[src/rtl/tcr_ram.sv]
// Generic single-port RAM with registered read.
`default_nettype none

module tcr_ram #(
  parameter int WIDTH = 16,
  parameter int DEPTH = 16
) (
  input  wire logic                     clk,
  input  wire logic                     we,
  input  wire logic [$clog2(DEPTH)-1:0] addr,
  input  wire logic [WIDTH-1:0]         wdata,
  output logic      [WIDTH-1:0]         rdata
);

  logic [WIDTH-1:0] mem_r [DEPTH];
  logic [WIDTH-1:0] rdata_r;

  always_ff @(posedge clk) begin
    if (we) begin
      mem_r[addr] <= wdata;
    end
    rdata_r <= mem_r[addr];
  end

  assign rdata = rdata_r;

endmodule

`default_nettype wire

[config.mk]
export PLATFORM = sky130hd
export DESIGN_NAME = tcr_ram
export DESIGN_NICKNAME = d
export VERILOG_FILES = /design/src/rtl/tcr_ram.sv
export SDC_FILE = /design/constraint.sdc
export NUM_CORES = 1
export LEC_CHECK = 0
export BUFFER_PORTS_ARGS = -buffer_cell sky130_fd_sc_hd__buf_2
export CAP_MARGIN = 20
export CORE_MARGIN = 2
export CORE_UTILIZATION = 45
export CTS_BUF_LIST = sky130_fd_sc_hd__clkbuf_2
export DETAILED_ROUTE_END_ITERATION = 10
export GPL_ROUTABILITY_DRIVEN = 0
export PLACE_DENSITY_LB_ADDON = 0.12
export SYNTH_ARGS = -nofsm -noshare
export SYNTH_HDL_FRONTEND = slang
export SYNTH_SLANG_ARGS = --single-unit
export TNS_END_PERCENT = 20
[constraint.sdc]
create_clock -name clk -period 3.8 [get_ports clk]
set_input_delay 0.76 -clock clk [delete_from_list [all_inputs] [get_ports clk]]
set_output_delay 0.76 -clock clk [all_outputs]
set_load 0.005 [all_outputs]
==> impl_metrics.env <==
export IMPL_yosysSeqAreaShare_pct=79.9
export IMPL_grt_max_degree=56
export IMPL_async_reset_ff_share_pct=0
export IMPL_synth_largest_area_cell="edfxtp_1"
export IMPL_netlist_area_um2=10000
export IMPL_synth_cell_types=18
export IMPL_vias_per_cell=5.54
export IMPL_drv_cap=0
export IMPL_fp_dieW_um=153
export IMPL_worst_pin_slew_ns=1.04
export IMPL_path_cells="buf_2"
export IMPL_avgSynthCellArea_um2=23.1
export IMPL_hold_buffers=0
export IMPL_power_density_nw_per_um2=491
export IMPL_overflow=0
export IMPL_cp_data_required_time_ns=3.04
export IMPL_crit_path_start_kind="flip-flop"
export IMPL_synthesis_instances=434
export IMPL_min_delay_start="wdata[12]"
export IMPL_antenna_left=0
export IMPL_path_buf_inv=1
export IMPL_slowest_delay_ns=0.35
export IMPL_nets=568
export IMPL_crit_path_start="rdata[15]$_DFF_P_"
export IMPL_vdd_ir_drop_max_mv=0.267
export IMPL_root_buffer="clkbuf_2"
export IMPL_critPathMaxFanout=1
export IMPL_antenna_found_initial=1
export IMPL_path_class="reg -> out"
export IMPL_vias=4846
export IMPL_synth_fp_nets=456
export IMPL_fp_row_count=54
export IMPL_grt_total_usage_pct=18.4
export IMPL_htreeDepth=3
export IMPL_clkTransAtPathRegs_ns=0.11
export IMPL_cts_sinks=272
export IMPL_postCtsSetupBuffers=0
export IMPL_rr_startpoint="mem_r[3][9]$_DFFE_PP_"
export IMPL_die_h_um=153
export IMPL_synth_edf_count=256
export IMPL_drive_above_1_share_pct=42.9
export IMPL_synthTopCellsByArea="edfxtp_1 (77%), mux4_2 (14%), dfxtp_1 (3.2%), a22oi_1 (2.4%), nand2_1 (0.64%)"
export IMPL_drtPass1Iterations=5
export IMPL_yosysTopAreaCellShare_pct=76.7
export IMPL_start_util_pct=45.9
export IMPL_crit_arrival_ns=1.25
export IMPL_hold_path_class="in -> reg"
export IMPL_io_buffers=37
export IMPL_cts_tree="built"
export IMPL_timing_slew_headroom_pct=30.6
export IMPL_slew_violations=0
export IMPL_fin_crit_sh_pct=52.9
export IMPL_leakage_nw=3.83
export IMPL_rsz0062_at_grt="no"
export IMPL_ioPinCount=38
export IMPL_clkLatencyLatePin_ns=0.82
export IMPL_clock_path_buffers=3
export IMPL_post_route_min_period_ns=2.01
export IMPL_grt_pass1_vias=5165
export IMPL_drcViolationCount=0
export IMPL_cpLargestDelayFamily="flip-flops"
export IMPL_fin_util_pct=52.0
export IMPL_tns_ns=0
export IMPL_routed_wl_um=21000
export IMPL_critPathSlowestCell="dfxtp_1"
export IMPL_clock_skew_ns=0.0475
export IMPL_finalSetupViolCount=0
export IMPL_yosys_warnings=0
export IMPL_wl_per_cell_um=24.0
export IMPL_outcome="finished, final reports clean"
export IMPL_synthToLayoutAreaGrowth_pct=13.2
export IMPL_ys_ff_latch=272
export IMPL_cts_resized=0
export IMPL_drt_initial_drc_count=355
export IMPL_core_um2=21800
export IMPL_hold_slack_ns=0.313
export IMPL_end_kind="output pin"
export IMPL_dpl_hpwl_um=12200
export IMPL_cts_buffers=70
export IMPL_grt_pass1_wl_um=31300
export IMPL_ys_flop_type="edfxtp_1"
export IMPL_hold_violations=0
export IMPL_timing_fmax_mhz=497
export IMPL_die_area_um2=23500
-- synth_stat cells (4+ instances only) --
cell type and count:
edfxtp_1 256, clkbuf_1 14, a22oi_1 32, mux4_2 62, nor2_1 13, dfxtp_1 16
nor3_1 4, nand2_1 17, buf_6 5
-- layer usage --
layer / global-route usage (%) / vias to the layer above / routed length, um / part of all wire [%]
met1: 24.5 / 2545 / 9020 / 43
met3: 4.45 / 28 / 1250 / 6.0
met5: 0 / - / 0 / 0
li1: - / 2116 / - / -
met2: 29.6 / 157 / 10400 / 49
met4: 6.92 / 0 / 323 / 1.5
-- cells by family after synthesis --
family,after synthesis,synth area share [%]
buffers and inverters,23,1.34
muxes,64,14.5
AOI/OAI and AO/OA,32,2.40
and+or+nand+nor,43,1.92
DFF,272,79.9
-- stage by stage --
step	cells	area, um^2	power, W	setup WS [ns]
6_report	875	11300	0.00557	1.79
5_1_grt	875	11300	0.00584	1.68
4_1_cts	874	11300	0.00565	1.71
3_5_place_dp	754	10700	0.00374	0.947
3_3_place_gp	753	10700	0.00373	0.958
2_1_floorplan	434	10000	0.00360	0.985
-- worst paths after layout --
path	endpoint	slack, ns	cells after the start
setup / recovery	rdata[15]	1.79	1
hold / removal	mem_r[5][12]$_DFFE_PP_	0.31	1
setup reg to reg	rdata[9]$_DFF_P_	2.46	3
hold reg to reg	rdata[8]$_DFF_P_	0.68	3
-- final cells by class --
class / instances / area [um^2]
diodes: 1 / 2.50
clock buffers: 105 / 526
clock inverters: 15 / 83.8
fillers: 1753 / 10500
multi-input cells: 139 / 1940
flip-flops and latches: 272 / 8010
well taps: 280 / 350
repair buffers: 63 / 440
-- placed cells by master, fill, tap and decap left out --
master	Yosys	routed
clkinv_1	0	9
inv_2	0	4
nand3_1	1	1
nor3_2	0	4
dfxtp_1	16	16
buf_2	2	36
buf_4	2	22
nor2_1	13	1
buf_12	0	4
a22oi_1	32	32
nor2b_2	0	2
or3b_2	1	1
nand3b_1	2	2
diode_2	0	1
clkinv_2	0	1
clkbuf_2	0	105
and2_1	1	1
bufinv_16	0	1
edfxtp_1	256	256
nor2_2	0	12
nand2b_1	2	2
buf_8	0	1
nand2_1	17	17
mux4_2	62	62
mux4_1	2	2
-- sequential cells by signal, indices dropped and copies added (netlist names) --
name / count
mem_r: 256
rdata: 16
-- power breakdown --
part	total (W)	internal, W	switching [W]
sequential	0.00336	0.00335	0.0000165
combinational	0.000296	0.000125	0.000171
clock	0.00191	0.000796	0.00111
total	0.00557	0.00427	0.00130
No activity file was read; power rests on OpenSTA's default activity.
