===== config.mk =====
export PLATFORM = sky130hd
export DESIGN_NAME = tcr_alu
export DESIGN_NICKNAME = d
export VERILOG_FILES = /design/src/rtl/tcr_pkg.sv /design/src/rtl/tcr_alu.sv
export SDC_FILE = /design/constraint.sdc
export NUM_CORES = 1
export LEC_CHECK = 0
export ABC_AREA = 1
export BUFFER_PORTS_ARGS = -buffer_cell sky130_fd_sc_hd__buf_2
export CORE_ASPECT_RATIO = 0.6
export CORE_MARGIN = 10
export CORE_UTILIZATION = 30
export DETAILED_ROUTE_END_ITERATION = 7
export RECOVER_POWER = 25
export SYNTH_ARGS = -nofsm -noshare
export SYNTH_HDL_FRONTEND = slang
export SYNTH_SLANG_ARGS = --single-unit
export TNS_END_PERCENT = 5

===== constraint.sdc =====
create_clock -name vclk -period 1.8
set_clock_uncertainty 0.05 [all_clocks]
set_input_delay 0.09 -clock vclk [all_inputs]
set_output_delay 0.09 -clock vclk [all_outputs]
set_load 0.01 [all_outputs]

===== src/rtl/tcr_pkg.sv =====
// Shared types and constants of the triggered capture recorder.
`default_nettype none

package tcr_pkg;

  // Fixed field widths
  localparam int unsigned REQ_BITS   = 2;
  localparam int unsigned CH_BITS    = 3;
  localparam int unsigned IDX_BITS   = 16;
  localparam int unsigned OUT_BITS   = 16;
  localparam int unsigned LEVEL_BITS = 16;
  localparam int unsigned TIMER_BITS = 20;
  localparam int unsigned WIN_BITS   = 17;
  localparam int unsigned CFG_BITS   = 20;
  localparam int unsigned CFG_IDX_BITS = 2;

  // Request codes
  localparam logic [REQ_BITS-1:0] REQ_SAMPLE = 2'd0;
  localparam logic [REQ_BITS-1:0] REQ_READ   = 2'd1;
  localparam logic [REQ_BITS-1:0] REQ_CLEAR  = 2'd2;

  // Register indexes
  localparam logic [CFG_IDX_BITS-1:0] CFG_RETRIG  = 2'd0;
  localparam logic [CFG_IDX_BITS-1:0] CFG_LEVEL   = 2'd1;
  localparam logic [CFG_IDX_BITS-1:0] CFG_HOLDOFF = 2'd2;
  localparam logic [CFG_IDX_BITS-1:0] CFG_WINDOW  = 2'd3;

  // Register reset values
  localparam logic                  RETRIG_RST  = 1'b1;
  localparam logic [LEVEL_BITS-1:0] LEVEL_RST   = 16'd2048;
  localparam logic [TIMER_BITS-1:0] HOLDOFF_RST = 20'd24240;
  localparam logic [WIN_BITS-1:0]   WINDOW_RST  = 17'd48000;

  localparam logic [TIMER_BITS-1:0] TIMER_MAX = 20'hFFFFF;

  typedef enum logic [3:0] {
    ST_INIT,
    ST_IDLE,
    ST_SWEEP,
    ST_TICK,
    ST_CMP_S,
    ST_CMP_P,
    ST_CMP_H,
    ST_STORE,
    ST_WRAP,
    ST_RD_ADDR,
    ST_RD_DATA,
    ST_DONE
  } state_t;

  typedef enum logic [1:0] {
    KIND_NOP,
    KIND_CLEAR,
    KIND_READ,
    KIND_SAMPLE
  } kind_t;

  typedef enum logic {
    ALU_INC,
    ALU_SUB
  } alu_op_t;

  typedef enum logic [2:0] {
    OPS_TIMER,
    OPS_SAMPLE,
    OPS_PREV,
    OPS_HOLD,
    OPS_POS,
    OPS_WRAP
  } opsel_t;

  typedef struct packed {
    kind_t kind;
    logic  sweep_last;
    logic  trig_now;
  } sts_t;

  typedef struct packed {
    logic    accept;
    logic    sweep;
    alu_op_t alu_op;
    opsel_t  opsel;
    logic    ld_tick;
    logic    ld_gt;
    logic    ld_le;
    logic    ld_hold;
    logic    store;
    logic    wrap;
    logic    rd_cap;
    logic    commit;
  } ctl_t;

endpackage

`default_nettype wire


===== src/rtl/tcr_alu.sv =====
// Shared add/subtract unit: increment or signed difference with sign flag.
`default_nettype none

module tcr_alu #(
  parameter int WIDTH = 22
) (
  input  tcr_pkg::alu_op_t       op,
  input  wire logic [WIDTH-1:0]  a,
  input  wire logic [WIDTH-1:0]  b,
  output logic      [WIDTH-1:0]  res,
  output logic                   neg
);

  import tcr_pkg::*;

  logic [WIDTH:0] a_x;
  logic [WIDTH:0] b_x;
  logic [WIDTH:0] sum;

  // One adder: a + 1 or a + ~b + 1
  always_comb begin
    a_x = {a[WIDTH-1], a};
    b_x = (op == ALU_SUB) ? ~{b[WIDTH-1], b} : '0;
    sum = a_x + b_x + (WIDTH+1)'(1);
    res = sum[WIDTH-1:0];
    neg = sum[WIDTH];
  end

endmodule

`default_nettype wire


==> qor.csv <==
stage,metric,value,unit
power,Total Power,958.5,µW
die,I/O Pins,68,
placement,pre-CTS setup slack,-0.2102,ns
sta,Final Hold Viols,0,
setup_path,"Req. time, crit path",1.66,ns
yosys,cell with the most instances after synthesis,nand2_1,
yosys,Synth Cell Area,1730,µm²
clock_network,hold buffers post-CTS,0,
detailed_routing,drt pass-1 iters,5,
yosys,Synth warnings,0,
die,DIE AREA,9305,µm²
placement,detailed placement HPWL,5556,µm
run_status,failing checks,negative setup slack,
setup_path,Worst setup startpoint,op,
yosys,Synth top area share,30.15,%
die,Cell Rows,21,
setup_path,crit path DAT,1.69,ns
sta,final worst slack,-0.02864,ns
global_routing,initial antenna violation count,0,
sta,Hold Slack,0.5600,ns
setup_path,worst-path fanout max,4,
yosys,Synth area leader,nand2_1,
die,Die Span Y,78.83,µm
yosys,"Distinct cells, synth",20,
layout,Seq cells,0,
detailed_routing,via/cell ratio,4.329,
layout,layout cells sized above 1,40.26,%
yosys,dominant cells by area after synthesis,"nand2_1 30%, inv_1 16%, ha_1 16%",
yosys,synth cell count leaders,"139 x nand2_1, 76 x inv_1, 41 x nor2_1",
min_path,Min-Delay Path Class,primary input to output pin,
setup_path,crit start category,primary input,
power,Worst VDD drop,0.1475,mV
detailed_routing,WL/cell,11.97,µm
sta,RSZ-0062 raised after global routing,yes,
yosys,Post-Syn Nets,423,
layout,Layout clock buffers,0,
detailed_routing,DRT iter0 DRCs,108,
placement,placed inst area,2441,µm²
sta,crit share post-route,101.6,%
min_path,Hold Path Depth,5,
die,Initial Utilization,31.06,%
layout,Nets,537,
setup_path,Critical Path End Type,output pin,
sta,max_slew headroom,85.70,%
sta,Pins Over Slew Limit,0,
setup_path,CP Capture Point,res[14],
detailed_routing,Post-DRT Antenna Nets,0,
die,core area,5570,µm²
sta,Final Setup Violations,8,
sta,Worst-Margin Slew,0.2128,ns
layout,Reg area,0,µm²
detailed_routing,WL final,6545,µm
flow_run,reported max-cap violation count,0,
yosys,Synth Instances,355,
global_routing,Total GRT Usage,12.77,%
placement,final RePlAce weighted congestion,0.8768,
sta,f_max,546.9,MHz
layout,Area Growth Syn to Fin,63.41,%
global_routing,global-route wire length before repair,10420,µm
run_status,status,"finished, violations left",
detailed_routing,DRC,0,
sta,minimum clock period after layout,1.829,ns
die,Die W,118.0,µm
yosys,Syn Area/Cell,4.874,µm²
global_routing,vias in the first global route,2303,
setup_path,crit path kind,primary input to output pin,
layout,fin area,2828,µm²
layout,antenna cells,0,
global_routing,largest net degree at the start of global routing,9,
detailed_routing,Vias,2368,
power,PwrDens,339.0,nW/µm²
placement,port bufs,68,
global_routing,total grt overflow,0,
power,Leak Pwr,0.001721,µW
yosys,"Seq/Total Area, Yosys",0,%
power breakdown:
group          switching (µW)  internal [µW]  total [µW]
clock network               0              0           0
logic                     518            440         958
registers                   0              0           0
total                     518            440         958
final cells by class:
cell class	count	area, µm²
fillers	584	2743
inverters	79	304.0
multi-input cells	274	1688
well taps	80	100.1
repair buffers	114	735.7
worst min path at each step:
stage / from / end / slack [ns]
after global routing: b[0] / res[0] / 0.58
after CTS: b[0] / res[0] / 0.57
after global placement: a[0] / res[0] / 0.54
final: b[0] / res[0] / 0.56
after floorplan: a[0] / res[0] / 0.33
after detailed placement: a[0] / res[0] / 0.55
metrics by stage:
step / utilization [%] / instances / setup TNS (ns)
2_1_floorplan: - / 355 / 0
3_3_place_gp: 43.82 / 537 / -1.496
3_5_place_dp: 43.82 / 537 / -2.151
4_1_cts: 46.74 / 541 / -0.1767
5_1_grt: 50.76 / 547 / -1.593
6_report: 50.76 / 547 / -0.1230
metal layers:
layer  GRT usage, %  up-vias  wire length, µm
met5              0        -                0
met3         0.3531        0              237
li1               -     1289                -
met4         0.1229        0                0
met1          17.46     1036             3214
met2          23.21       43             3093
critical path, cell delays in order:
cell and delay, ns:
buf_8 0.08, inv_8 0.04, or2_4 0.23, ha_4 0.16, fa_2 0.35, inv_2 0.08, buf_4 0.10, nand2_1 0.06
nand3_2 0.12, nand3_2 0.09, nand2_1 0.06, nand2_1 0.04, nand2_1 0.05, buf_2 0.12
kinds of logic after synthesis:
logic type | Yosys count | synth area share (%)
AND/OR/NAND/NOR | 229 | 56.62
adder cells (fa/ha/maj) | 23 | 17.06
XOR/XNOR | 11 | 5.567
buffers and inverters | 81 | 17.57
AO/OA/AOI/OAI | 11 | 3.181
layout by cell type, fill, tap and decap left out, types with 8 or more instances in the layout:
cell,Yosys,layout
nand2_1,139,123
inv_1,76,71
buf_2,0,63
buf_4,0,41
nor2_1,41,32
nand2_2,7,22
nand3_1,22,16
ha_1,22,14
nor2_2,6,10
xor2_1,10,10
nand3_2,3,8
ha_4,0,8
timing repair:
| action | CTS | global route |
|---|---|---|
| hold endpoints to repair | 0 | 0 |
| gates cloned | 1 | 0 |
| resized for setup | 34 | 43 |
| setup endpoints to repair | 18 | 18 |
| pin swaps | 10 | 28 |
| setup buffers | 3 | 6 |
Note: power is estimated with default switching activity, not from simulation.
