## src/rtl/tcr_pkg.sv

```systemverilog
// Shared types and constants of the triggered capture recorder.
`default_nettype none

package tcr_pkg;

  // Fixed field widths
  localparam int unsigned REQ_BITS   = 2;
  localparam int unsigned CH_BITS    = 3;
  localparam int unsigned IDX_BITS   = 16;
  localparam int unsigned OUT_BITS   = 16;
  localparam int unsigned LEVEL_BITS = 16;
  localparam int unsigned TIMER_BITS = 20;
  localparam int unsigned WIN_BITS   = 17;
  localparam int unsigned CFG_BITS   = 20;
  localparam int unsigned CFG_IDX_BITS = 2;

  // Request codes
  localparam logic [REQ_BITS-1:0] REQ_SAMPLE = 2'd0;
  localparam logic [REQ_BITS-1:0] REQ_READ   = 2'd1;
  localparam logic [REQ_BITS-1:0] REQ_CLEAR  = 2'd2;

  // Register indexes
  localparam logic [CFG_IDX_BITS-1:0] CFG_RETRIG  = 2'd0;
  localparam logic [CFG_IDX_BITS-1:0] CFG_LEVEL   = 2'd1;
  localparam logic [CFG_IDX_BITS-1:0] CFG_HOLDOFF = 2'd2;
  localparam logic [CFG_IDX_BITS-1:0] CFG_WINDOW  = 2'd3;

  // Register reset values
  localparam logic                  RETRIG_RST  = 1'b1;
  localparam logic [LEVEL_BITS-1:0] LEVEL_RST   = 16'd2048;
  localparam logic [TIMER_BITS-1:0] HOLDOFF_RST = 20'd24240;
  localparam logic [WIN_BITS-1:0]   WINDOW_RST  = 17'd48000;

  localparam logic [TIMER_BITS-1:0] TIMER_MAX = 20'hFFFFF;

  typedef enum logic [3:0] {
    ST_INIT,
    ST_IDLE,
    ST_SWEEP,
    ST_TICK,
    ST_CMP_S,
    ST_CMP_P,
    ST_CMP_H,
    ST_STORE,
    ST_WRAP,
    ST_RD_ADDR,
    ST_RD_DATA,
    ST_DONE
  } state_t;

  typedef enum logic [1:0] {
    KIND_NOP,
    KIND_CLEAR,
    KIND_READ,
    KIND_SAMPLE
  } kind_t;

  typedef enum logic {
    ALU_INC,
    ALU_SUB
  } alu_op_t;

  typedef enum logic [2:0] {
    OPS_TIMER,
    OPS_SAMPLE,
    OPS_PREV,
    OPS_HOLD,
    OPS_POS,
    OPS_WRAP
  } opsel_t;

  typedef struct packed {
    kind_t kind;
    logic  sweep_last;
    logic  trig_now;
  } sts_t;

  typedef struct packed {
    logic    accept;
    logic    sweep;
    alu_op_t alu_op;
    opsel_t  opsel;
    logic    ld_tick;
    logic    ld_gt;
    logic    ld_le;
    logic    ld_hold;
    logic    store;
    logic    wrap;
    logic    rd_cap;
    logic    commit;
  } ctl_t;

endpackage

`default_nettype wire

```

## src/rtl/tcr_ctrl.sv

```systemverilog
// Sequencer that steps one item through the shared unit and the capture RAMs.
`default_nettype none

module tcr_ctrl (
  input  wire logic    clk,
  input  wire logic    rst_n,
  input  wire logic    start,
  input  tcr_pkg::sts_t sts,
  output logic         busy,
  output tcr_pkg::ctl_t ctl
);

  import tcr_pkg::*;

  state_t state_r;
  state_t state_nxt;

  always_ff @(posedge clk) begin
    if (!rst_n) begin
      state_r <= ST_INIT;
    end else begin
      state_r <= state_nxt;
    end
  end

  always_comb begin
    state_nxt = state_r;
    unique case (state_r)
      ST_INIT: begin
        if (sts.sweep_last) state_nxt = ST_IDLE;
      end
      ST_IDLE: begin
        if (start) begin
          unique case (sts.kind)
            KIND_NOP:    state_nxt = ST_DONE;
            KIND_CLEAR:  state_nxt = ST_SWEEP;
            KIND_READ:   state_nxt = ST_RD_ADDR;
            KIND_SAMPLE: state_nxt = ST_TICK;
            default:     state_nxt = ST_DONE;
          endcase
        end
      end
      ST_SWEEP: begin
        if (sts.sweep_last) state_nxt = ST_DONE;
      end
      ST_TICK:    state_nxt = ST_CMP_S;
      ST_CMP_S:   state_nxt = ST_CMP_P;
      ST_CMP_P:   state_nxt = ST_CMP_H;
      ST_CMP_H:   state_nxt = sts.trig_now ? ST_DONE : ST_STORE;
      ST_STORE:   state_nxt = ST_WRAP;
      ST_WRAP:    state_nxt = ST_DONE;
      ST_RD_ADDR: state_nxt = ST_RD_DATA;
      ST_RD_DATA: state_nxt = ST_DONE;
      ST_DONE:    state_nxt = ST_IDLE;
      default:    state_nxt = ST_IDLE;
    endcase
  end

  always_comb begin
    ctl        = '0;
    ctl.alu_op = ALU_INC;
    ctl.opsel  = OPS_TIMER;
    busy       = 1'b1;
    unique case (state_r)
      ST_INIT:  ctl.sweep = 1'b1;
      ST_IDLE: begin
        busy       = 1'b0;
        ctl.accept = start;
      end
      ST_SWEEP: ctl.sweep = 1'b1;
      ST_TICK: begin
        ctl.opsel   = OPS_TIMER;
        ctl.ld_tick = 1'b1;
      end
      ST_CMP_S: begin
        ctl.alu_op = ALU_SUB;
        ctl.opsel  = OPS_SAMPLE;
        ctl.ld_gt  = 1'b1;
      end
      ST_CMP_P: begin
        ctl.alu_op = ALU_SUB;
        ctl.opsel  = OPS_PREV;
        ctl.ld_le  = 1'b1;
      end
      ST_CMP_H: begin
        ctl.alu_op  = ALU_SUB;
        ctl.opsel   = OPS_HOLD;
        ctl.ld_hold = 1'b1;
      end
      ST_STORE: begin
        ctl.opsel = OPS_POS;
        ctl.store = 1'b1;
      end
      ST_WRAP: begin
        ctl.alu_op = ALU_SUB;
        ctl.opsel  = OPS_WRAP;
        ctl.wrap   = 1'b1;
      end
      ST_RD_ADDR: ctl.rd_cap = 1'b0;
      ST_RD_DATA: ctl.rd_cap = 1'b1;
      ST_DONE:    ctl.commit = 1'b1;
      default:    busy = 1'b1;
    endcase
  end

endmodule

`default_nettype wire

```

## config.mk

```make
export PLATFORM = sky130hd
export DESIGN_NAME = tcr_ctrl
export DESIGN_NICKNAME = d
export VERILOG_FILES = /design/src/rtl/tcr_pkg.sv /design/src/rtl/tcr_ctrl.sv
export SDC_FILE = /design/constraint.sdc
export NUM_CORES = 1
export LEC_CHECK = 0
export BUFFER_PORTS_ARGS = -buffer_cell sky130_fd_sc_hd__buf_2
export CAP_MARGIN = 15
export CORE_AREA = 2 2 39 41
export DETAILED_ROUTE_END_ITERATION = 12
export DIE_AREA = 0 0 41 43
export HOLD_SLACK_MARGIN = 0.1
export PLACE_DENSITY = 0.74
export REMOVE_ABC_BUFFERS = 1
export SLEW_MARGIN = 20
export SYNTH_ARGS = -nofsm -noshare
export SYNTH_HDL_FRONTEND = slang
export SYNTH_SLANG_ARGS = --single-unit
```

## constraint.sdc

```tcl
create_clock -name clk -period 1.15 [get_ports clk]
set_input_delay 0.23 -clock clk [delete_from_list [all_inputs] [get_ports clk]]
set_output_delay 0.23 -clock clk [all_outputs]
set_load 0.02 [all_outputs]
```

==> impl_metrics.yaml <==
clocking:
  numCtsBuffers: 3
  clk_path_buf_depth: 2
  cts.sink_count: 4
  insertion_delay_ns: 0.25
  clock-root-buffer: "clkbuf_4"
  htreeDepth: 1
  clkSlewWorstSetupHoldPaths_ns: 0.05
  cts_tree: "built"
pwr:
  peakVddDrop_mv: 0.318
  power_density_nw_per_um2: 619
  p_leak_nw: 0.392
setup_path:
  cp-end-kind: "output pin"
  r2r_cells: 6
  r2r_setup_slack_ns: -0.13
  r2r_start: "state_r[1]$_SDFFE_PN0P_"
  required_ns: 0.92
  cp-start-kind: "register"
  crit_type: "register to output pin"
  cp.arrival_ns: 1.31
  crit_fanout: 8
  r2r-end: "state_r[1]$_SDFFE_PN0P_"
route:
  wl_met3_um: 118
  top_layer: "met4"
  drt-initial-drc-count: 17
  wl_um: 1730
  vias_per_cell: 5.46
  met1_length_um: 657
  ant_nets: 0
  num_vias: 606
  drc: 0
  detail_route.wl_per_cell_um: 15.6
  dr_wl_met2_um: 913
  drt_first_pass_iters: 4
sta:
  hold_violations: 0
  setup_slack_ns: -0.394
  fin_skew_ns: 0.00919
  setup_viol: 18
  rsz0062_at_grt: "yes"
  slew_violations: 0
  fin_crit_sh_pct: 134
  slew_headroom_pct: 79.2
  tightest_slew_ns: 0.307
  finalCriticalPeriod_ns: 1.54
  fmax_mhz: 648
  setup_tns_ns: -4.32
floorplan:
  rows: 14
  initial_core_util_pct: 31.8
  die_area_um2: 1760
  die_h_um: 43
  fp.dieW_um: 41
  ioPinCount: 22
  core_area_um2: 1380
final_layout:
  diodes: 0
  final_util_pct: 63.6
  register_area_um2: 95.1
  final_nets: 104
  final.fill_count: 98
  multiInputGateArea_um2: 418
  largest_register_ffs: 4
  reg_top3: "state_r: 4 flops"
  regMostFlops: "state_r"
  area_growth_pct: 99.7
  drive_gt1_share_pct: 69.5
synthesis:
  seq_area_frac_synth_pct: 18.2
  synth_seq_cells: 4
  synthCells: 59
  yosysWarnings: 0
  syn-cell-area_um2: 440
  syn_area_per_cell_um2: 7.46
  ys_types: 31
grt:
  grt_pass1_wl_um: 2170
  grt_usage_pct: 17.8
  grt-ovfl-total: 0
  grt_pass1_vias: 562
  grt_max_degree: 15
  antenna_found_initial: 0
placed_design:
  place_hpwl_um: 986
  port_buffers: 21
  gp_congestion: 0.732
hold_path:
  min_from: "rst_n"
  min_to: "state_r[0]$_SDFFE_PN0P_"
  hold_path_depth: 3
  min_path_type: "input port to register"
status:
  status: "finished with violations"
  violations: "negative setup slack"
job:
  cap_viol_max_count: 0
## cell type report
type | instances | area share (%)
well taps | 16 | 2.28
flip-flops and latches | 4 | 10.8
multi-input cells | 48 | 47.5
clock buffers | 3 | 2.56
repair buffers | 40 | 36.8
## where the power goes
group          leakage, nW  switching (mW)  internal [mW]  total, mW
Sequential          0.0355         0.00828          0.138      0.147
Combinational        0.343          0.0916          0.108      0.199
Clock               0.0138          0.0801          0.118      0.198
Total                0.392           0.180          0.364      0.544
## Yosys cell counts (all sizes together)
cell type	n	area [µm²]
xnor2	1	8.76
nand2b	3	18.8
o21a	1	7.51
a21oi	3	15.0
and3	4	25.0
o22ai	1	6.26
o21ai	3	15.0
o221ai	1	15.0
o32ai	1	8.76
o311ai	1	8.76
dfxtp	4	80.1
o41ai	1	8.76
nor3b	3	22.5
and2	2	12.5
nor2b	3	21.3
nor2	4	15.0
nor3	5	30.0
o21bai	1	7.51
nand2	4	15.0
or2	1	6.26
a22oi	1	7.51
a31oi	1	6.26
buf	7	56.3
nand3b	1	7.51
a21boi	2	15.0
## worst max path at each step
stage | slack [ns] | start | to
detailed placement | -0.25 | state_r[1]$_SDFFE_PN0P_ | ctl[0]
floorplan | -0.54 | state_r[3]$_SDFFE_PN0P_ | ctl[10]
finish | -0.39 | state_r[2]$_SDFFE_PN0P_ | ctl[8]
global route | -0.46 | state_r[2]$_SDFFE_PN0P_ | ctl[8]
global placement | -0.19 | state_r[1]$_SDFFE_PN0P_ | ctl[0]
CTS | -0.31 | state_r[0]$_SDFFE_PN0P_ | ctl[10]
## critical path, cell delays in order (launching register included)
cell and delay [ns]:
dfxtp_4 0.36, buf_8 0.14, nor2_4 0.10, nand2_1 0.09, a21oi_1 0.19, buf_4 0.17
## per-stage QoR
| step | area [µm²] | power (mW) | std cells | setup slack [ns] | hold WS [ns] |
|---|---|---|---|---|---|
| 2_1_floorplan | 384 | 0.226 | 52 | -0.541 | 0.353 |
| 3_3_place_gp | 607 | 0.289 | 102 | -0.188 | 0.498 |
| 3_5_place_dp | 607 | 0.293 | 102 | -0.246 | 0.502 |
| 4_1_cts | 742 | 0.505 | 106 | -0.314 | 0.241 |
| 5_1_grt | 880 | 0.579 | 111 | -0.458 | 0.247 |
| 6_report | 880 | 0.544 | 111 | -0.394 | 0.243 |
## cell families after synthesis
kind of cell              synth area share (%)
xor gates and xnor gates                  1.99
buffers and inverters                     12.8
AOI/OAI and AO/OA                         27.6
DFF                                       18.2
and+or+nand+nor                           39.5
## routing by layer
metal  vias up  track usage (%)
li1        288                -
met1       281             16.6
met2        33             32.2
met3         4             5.24
met4         0             8.67
met5         -                0
## layout by cell type (no fill, tap or decap), types with 2 or more instances in the layout
cell type,synthesis,routed
clkbuf_4,0,3
buf_4,1,18
nor2b_4,0,2
dfxtp_4,0,4
nand2_1,4,4
nor2_4,0,2
a21oi_1,3,3
buf_6,3,11
nor3b_1,3,2
a21boi_1,1,2
and3_4,0,3
o21ai_1,2,2
and2_4,0,2
buf_2,3,10
nor3_2,1,3
nor2_1,4,2
nand2b_4,0,2
## what timing repair did
action / 4_1_cts / 5_1_grt
pin swaps: 4 / 6
hold buffers: 0 / 0
endpoints found under the hold margin: 0 / 0
setup buffers: 2 / 6
endpoints found under the setup margin: 18 / 18
gates resized for setup: 34 / 24
(Power assumes the default switching activity.)
